## src/rtl/cds_pkg.sv

```systemverilog
// Shared types, status codes and month tables for the calendar date step block.
package cds_pkg;

  typedef logic [4:0]  day_t;
  typedef logic [3:0]  month_t;
  typedef logic [13:0] year_t;
  typedef logic [8:0]  doy_t;
  typedef logic [1:0]  status_t;

  localparam status_t ST_OK        = 2'd0;
  localparam status_t ST_BAD_FIELD = 2'd1;
  localparam status_t ST_BAD_LEN   = 2'd2;
  localparam status_t ST_BAD_YEAR  = 2'd3;

  localparam year_t  YEAR_MAX = 14'd16383;
  localparam month_t MON_JAN  = 4'd1;
  localparam month_t MON_FEB  = 4'd2;
  localparam month_t MON_MAR  = 4'd3;
  localparam month_t MON_DEC  = 4'd12;
  localparam day_t   DAY_LAST_DEC = 5'd31;

  // Month length in a common year; zero for codes that are not months.
  function automatic day_t month_len_nl(input month_t m);
    day_t len;
    begin
      case (m)
        4'd1, 4'd3, 4'd5, 4'd7, 4'd8, 4'd10, 4'd12: len = 5'd31;
        4'd4, 4'd6, 4'd9, 4'd11:                    len = 5'd30;
        4'd2:                                       len = 5'd28;
        default:                                    len = 5'd0;
      endcase
      return len;
    end
  endfunction

  // Days of a common year that come before the first of the month.
  function automatic doy_t cum_before_nl(input month_t m);
    doy_t cum;
    begin
      case (m)
        4'd1:    cum = 9'd0;
        4'd2:    cum = 9'd31;
        4'd3:    cum = 9'd59;
        4'd4:    cum = 9'd90;
        4'd5:    cum = 9'd120;
        4'd6:    cum = 9'd151;
        4'd7:    cum = 9'd181;
        4'd8:    cum = 9'd212;
        4'd9:    cum = 9'd243;
        4'd10:   cum = 9'd273;
        4'd11:   cum = 9'd304;
        4'd12:   cum = 9'd334;
        default: cum = 9'd0;
      endcase
      return cum;
    end
  endfunction

endpackage

```

## src/rtl/cds_leap.sv

```systemverilog
// Two-stage leap-year unit: divide by 25 via reciprocal multiply, then the 4/100/400 rule.
module cds_leap (
  input  logic          clk,
  input  cds_pkg::year_t year_i,
  output logic          leap_o
);
  import cds_pkg::*;

  // floor(y / 25) == (y * 5243) >> 17 for every 14-bit y
  localparam int RecipShift = 17;
  localparam logic [12:0] Recip25 = 13'd5243;
  localparam int ProdW = 27;

  logic [ProdW-1:0] prod_r;
  year_t            year_r;
  logic             leap_r;
  logic [ProdW-1:0] prod_nxt;
  logic [9:0]       quot;
  year_t            quot_x25;
  year_t            rem25;
  logic             leap_nxt;

  assign prod_nxt = ProdW'(year_i) * ProdW'(Recip25);

  always_ff @(posedge clk) begin
    prod_r <= prod_nxt;
    year_r <= year_i;
    leap_r <= leap_nxt;
  end

  always_comb begin
    quot     = prod_r[RecipShift +: 10];
    quot_x25 = 14'({quot, 4'b0}) + 14'({quot, 3'b0}) + 14'(quot);
    rem25    = year_r - quot_x25;
    // divisible by 100 means by 4 and 25; by 400 means by 16 and 25
    leap_nxt = (year_r[1:0] == 2'b00) && ((rem25 != '0) || (year_r[3:0] == 4'b0000));
  end

  assign leap_o = leap_r;

endmodule

```

## src/rtl/calendar_date_step.sv

```systemverilog
// Calendar date step: for one Gregorian date per beat, returns leap flag,
// previous date, next date and ordinal day of the year.
//
// Input channel: a beat is taken at a rising edge with start high and busy
// low. busy stays low, so a new date may be offered every cycle.
// Result channel: out_valid marks each result for exactly one cycle; the
// receiver takes it at the edge that ends that cycle and cannot stall.
// The result passes three register stages (input capture with the
// divide-by-25 product, leap flag and month tables, result assembly).
// Throughput: one date per cycle; every stage takes a new beat each cycle.
// A nonzero out_status (bad day or month, day past month length, year at a
// range end) comes with every other result field zero.
// Reset (rst_n low, synchronous) clears the stage valid bits; dates in
// flight are dropped and no result appears for them.
module calendar_date_step (
  input  logic             clk,
  input  logic             rst_n,
  input  logic             start,
  output logic             busy,
  input  cds_pkg::day_t    in_day,
  input  cds_pkg::month_t  in_month,
  input  cds_pkg::year_t   in_year,
  output logic             out_valid,
  output cds_pkg::status_t out_status,
  output logic             out_is_leap,
  output cds_pkg::day_t    out_prev_day,
  output cds_pkg::month_t  out_prev_month,
  output cds_pkg::year_t   out_prev_year,
  output cds_pkg::day_t    out_next_day,
  output cds_pkg::month_t  out_next_month,
  output cds_pkg::year_t   out_next_year,
  output cds_pkg::doy_t    out_day_of_year
);
  import cds_pkg::*;

  // stage 1: captured beat
  logic    v1_r;
  day_t    d1_r;
  month_t  m1_r;
  year_t   y1_r;
  logic    bad1_r;
  // stage 2: table lookups, leap flag lines up here
  logic    v2_r;
  day_t    d2_r;
  month_t  m2_r;
  year_t   y2_r;
  logic    bad2_r;
  day_t    mlen2_r;
  day_t    plen2_r;
  doy_t    cum2_r;
  logic    leap2;
  // stage 3: results
  logic    v3_r;
  status_t st3_r;
  logic    leap3_r;
  day_t    pd3_r, nd3_r;
  month_t  pm3_r, nm3_r;
  year_t   py3_r, ny3_r;
  doy_t    doy3_r;

  status_t st_nxt;
  logic    leap_feb;
  day_t    lim;
  day_t    plen;
  day_t    pd_nxt, nd_nxt;
  month_t  pm_nxt, nm_nxt;
  year_t   py_nxt, ny_nxt;
  doy_t    doy_nxt;

  assign busy = 1'b0;

  cds_leap u_leap (
    .clk    (clk),
    .year_i (in_year),
    .leap_o (leap2)
  );

  always_ff @(posedge clk) begin
    if (!rst_n) begin
      v1_r <= 1'b0;
      v2_r <= 1'b0;
      v3_r <= 1'b0;
    end else begin
      v1_r <= start & ~busy;
      v2_r <= v1_r;
      v3_r <= v2_r;
    end
  end

  always_ff @(posedge clk) begin
    d1_r    <= in_day;
    m1_r    <= in_month;
    y1_r    <= in_year;
    bad1_r  <= (in_day == '0) || (in_month == '0) || (in_month > MON_DEC);

    d2_r    <= d1_r;
    m2_r    <= m1_r;
    y2_r    <= y1_r;
    bad2_r  <= bad1_r;
    mlen2_r <= month_len_nl(m1_r);
    plen2_r <= month_len_nl(m1_r - 4'd1);
    cum2_r  <= cum_before_nl(m1_r);

    st3_r   <= st_nxt;
    leap3_r <= (st_nxt == ST_OK) ? leap2 : 1'b0;
    pd3_r   <= pd_nxt;
    pm3_r   <= pm_nxt;
    py3_r   <= py_nxt;
    nd3_r   <= nd_nxt;
    nm3_r   <= nm_nxt;
    ny3_r   <= ny_nxt;
    doy3_r  <= doy_nxt;
  end

  always_comb begin
    leap_feb = leap2 && (m2_r == MON_FEB);
    lim      = mlen2_r + 5'(leap_feb);
    // previous month is February only when this one is March
    plen     = plen2_r + 5'(leap2 && (m2_r == MON_MAR));

    if (bad2_r)                                   st_nxt = ST_BAD_FIELD;
    else if (d2_r > lim)                          st_nxt = ST_BAD_LEN;
    else if ((y2_r == '0) || (y2_r == YEAR_MAX))  st_nxt = ST_BAD_YEAR;
    else                                          st_nxt = ST_OK;

    pd_nxt = d2_r - 5'd1;
    pm_nxt = m2_r;
    py_nxt = y2_r;
    if (d2_r == 5'd1) begin
      if (m2_r == MON_JAN) begin
        pd_nxt = DAY_LAST_DEC;
        pm_nxt = MON_DEC;
        py_nxt = y2_r - 14'd1;
      end else begin
        pd_nxt = plen;
        pm_nxt = m2_r - 4'd1;
      end
    end

    nd_nxt = d2_r + 5'd1;
    nm_nxt = m2_r;
    ny_nxt = y2_r;
    if (d2_r >= lim) begin
      nd_nxt = 5'd1;
      if (m2_r == MON_DEC) begin
        nm_nxt = MON_JAN;
        ny_nxt = y2_r + 14'd1;
      end else begin
        nm_nxt = m2_r + 4'd1;
      end
    end

    doy_nxt = cum2_r + 9'(d2_r) + 9'(leap2 && (m2_r > MON_FEB));

    // drop all fields on an error
    if (st_nxt != ST_OK) begin
      pd_nxt  = '0;
      pm_nxt  = '0;
      py_nxt  = '0;
      nd_nxt  = '0;
      nm_nxt  = '0;
      ny_nxt  = '0;
      doy_nxt = '0;
    end
  end

  assign out_valid       = v3_r;
  assign out_status      = st3_r;
  assign out_is_leap     = leap3_r;
  assign out_prev_day    = pd3_r;
  assign out_prev_month  = pm3_r;
  assign out_prev_year   = py3_r;
  assign out_next_day    = nd3_r;
  assign out_next_month  = nm3_r;
  assign out_next_year   = ny3_r;
  assign out_day_of_year = doy3_r;

endmodule
```

## config.mk

```make
export PLATFORM = sky130hd
export DESIGN_NAME = calendar_date_step
export DESIGN_NICKNAME = d
export VERILOG_FILES = /design/src/rtl/cds_pkg.sv /design/src/rtl/cds_leap.sv /design/src/rtl/calendar_date_step.sv
export SDC_FILE = /design/constraint.sdc
export NUM_CORES = 1
export LEC_CHECK = 0
export ABC_CLOCK_PERIOD_IN_PS = 10600
export BUFFER_PORTS_ARGS = -buffer_cell sky130_fd_sc_hd__buf_2
export CAP_MARGIN = 25
export CORE_MARGIN = 2
export CORE_UTILIZATION = 55
export CTS_CLUSTER_SIZE = 8
export DETAILED_ROUTE_END_ITERATION = 8
export GPL_TIMING_DRIVEN = 0
export MAX_ROUTING_LAYER = met4
export PLACE_DENSITY = 0.74
export SYNTH_ARGS = -nofsm -noshare
export SYNTH_HDL_FRONTEND = slang
export SYNTH_SLANG_ARGS = --single-unit
```

## constraint.sdc

```tcl
create_clock -name clk -period 10.6 [get_ports clk]
set_input_delay 1.06 -clock clk [delete_from_list [all_inputs] [get_ports clk]]
set_output_delay 1.06 -clock clk [all_outputs]
set_load 0.05 [all_outputs]
```

==> run metrics <==
status=complete, no violations; Total GRT Usage=0.2230; Worst Path Required=~11 ns; Max Clk Rate=188.9 MHz; Hold Buf Count CTS=0; Placed Cells=1220; Hold Crit Class=reg -> reg; area leader, netlist=dfxtp_1; CP arrival=between 5 and 6 ns; first-pass GRT wire length=~30000 um; most frequent cells after synthesis=149 x ha_1, 145 x inv_1, 135 x dfxtp_1; worst vdd ir=0.0002107 V; Yosys cell types=60; wire per inst=14.69 um; DR vias=6632; largest net degree at the start of global routing=17; Via density=approximately 5.3; GPL Wtd Cong=a little over 0.9; post-route insts no fill=1252; EDFF count, synth=0; DRC Markers=0; CTS max path bufs=2; full die area=0.01777 mm2; Die Y=133.3 um; share of cells above drive strength 1=0.1347; GR Overflow Total=0; Leak=5.122 nW; sequential cell area=0.002703 mm2; Final min period=5.295 ns; Post-CTS Setup Inserts=0; H-Tree Depth=4; initial antenna violation count=0; slew of the pin with the lowest slew margin=1.009 ns; row cnt=47; Skew-Pair Late Insertion Delay=0.42 ns; Detailed Routing Iterations Pass 1=5; RSZ-0062 raised after global routing=no; Worst-path clk slew=0.06 ns; CP Max Fanout=6; CP startpoint kind=input port; DRT iter0 DRCs=411; setup_tns=0 ns; CTS root buf=clkbuf_16; number of nets in the layout=1275; syn_nets=1172; sequential-to-total area share from yosys stat=0.2939; Final Util=0.6350; P&R area growth vs syn=13.69%; count leader, synth=ha_1; Async S/R FF share, synth=0; crit end category=flip-flop; Final Power=3.147 mW; CTS sink cnt=135; Num CTS Buffers=17; Slew Viols, Final=0; Avg Inst Size Synth=10.04 um2; max_slew headroom=0.3180; fin crit share=0.4995; Post-Syn Instances=916; pwr/cell area=approximately 300 mW/mm2; synth top area cells=dfxtp_1 29%, ha_1 20%, fa_1 18%; n_diodes=0; clock skew=0.009856 ns; Syn Std Cell Area=slightly above 0.009 mm2; total routed wirelength=18400 um; MaxCap Viol Count=0; crit path kind=in -> reg; final setup violation count=0; I/O Buffers=84; I/O pins=86; area share of the largest cell type after synthesis=0.2939; Final Hold Vio Count=0; Die Span X=133.3 um; R2R setup slack=6.50 ns; number of global-route vias before repair=6477; Final ANT Viol Nets=0; CTS resizes=0; initial core utilization=0.5585; fillcell total=1366; CTS tree=built; synthesis-stage register bit count=135; HPWL after DPL=14450 um; Multi-input gate area=~0.006 mm2; Top FF cell, synth=dfxtp_1; Hold Slack=~0.33 ns; total core area=0.01647 mm2; Yosys warning total=0
## placed cells by master (no fill, tap or decap), types with 3 or more instances in the layout
master	count
dfxtp_1	135
nor2b_1	6
o21a_1	3
a211oi_1	11
a311oi_1	3
a21boi_0	3
xor2_1	23
inv_6	4
a2111oi_0	4
nor4_1	6
or4_1	3
nand3_1	19
fa_1	81
nand2_1	30
a21o_1	5
or3_1	7
xnor2_1	30
a21oi_1	36
nor2_1	75
o21ai_0	29
nand4_1	7
mux2i_1	6
clkinv_2	3
mux2_2	6
buf_2	91
and3_1	6
clkbuf_1	7
nand3b_1	3
and2_1	7
nor3_1	20
nand2b_1	6
ha_1	149
clkbuf_16	17
o211ai_1	5
inv_1	145
clkinvlp_4	3
## cells by family after synthesis
| group | count (synthesis) | synth area share |
|---|---|---|
| flops | 135 | 0.2939 |
| xor+xnor | 53 | 0.05048 |
| simple gates | 204 | 0.1098 |
| buf+inv | 161 | 0.06789 |
| mux | 13 | 0.01633 |
| compound gates | 119 | 0.08218 |
| other cells | 1 | 0.0004078 |
| fa+ha+maj | 230 | 0.3790 |
## per-stage QoR
stage	setup slack [ns]	cell area [um2]
floorplan	5.521	9196
global placement	4.951	9892
detailed placement	4.886	9892
CTS	5.310	10460
global route	5.085	10460
finish	5.305	10460
## final cells by class
type                            count  area share
Timing Repair Buffer               84     0.04021
Sequential cell                   135      0.2585
Clock inverter                     13     0.01149
Multi-Input combinational cell    620      0.5614
Inverter                          145     0.05206
Tap cell                          220     0.02633
Clock buffer                       19     0.04236
Buffer                             16    0.007659
## flip-flops by register name, summed over array words and instances (netlist names), 9 cells and up
register         cells
u_leap.year_r       13
cum2_r               9
y2_r                14
out_prev_year       14
out_next_year       14
u_leap.prod_r       11
out_day_of_year      9
## report_power, final
| group | leakage, nW | total, mW | internal (mW) | switching [mW] |
|---|---|---|---|---|
| sequential | 1.13 | 0.615 | 0.579 | 0.0362 |
| combinational | 3.72 | 1.98 | 0.813 | 1.17 |
| clock | 0.271 | 0.554 | 0.331 | 0.224 |
| total | 5.12 | 3.15 | 1.72 | 1.43 |
## metal layers
layer  share of wire  vias up  GRT usage
met4           0.020        0    0.07388
met1            0.44     3154     0.2681
met2            0.50      196     0.3877
met5               0        -          -
li1                -     3255          -
met3           0.042       27    0.03044
## worst max-delay path, stage by stage
cell	delay [ns]
buf_2	0.20
inv_1	0.14
fa_1	0.54
inv_1	0.04
ha_1	0.21
fa_1	0.55
inv_1	0.06
fa_1	0.46
fa_1	0.54
inv_1	0.04
ha_1	0.29
nand4_1	0.13
nor3_1	0.07
a211oi_1	0.32
o21a_1	0.28
o21ai_0	0.15
o41ai_1	0.39
xnor2_1	0.16
## path summary, 6_finish.rpt
path                             to        from  cells after the start
setup / recovery  u_leap.prod_r[26]  in_year[4]                     18
hold / removal              d2_r[1]     d1_r[1]                      0
setup reg to reg  out_next_year[13]     m2_r[0]                     14
hold reg to reg             d2_r[1]     d1_r[1]                      0
No activity file was read; power rests on OpenSTA's default activity.
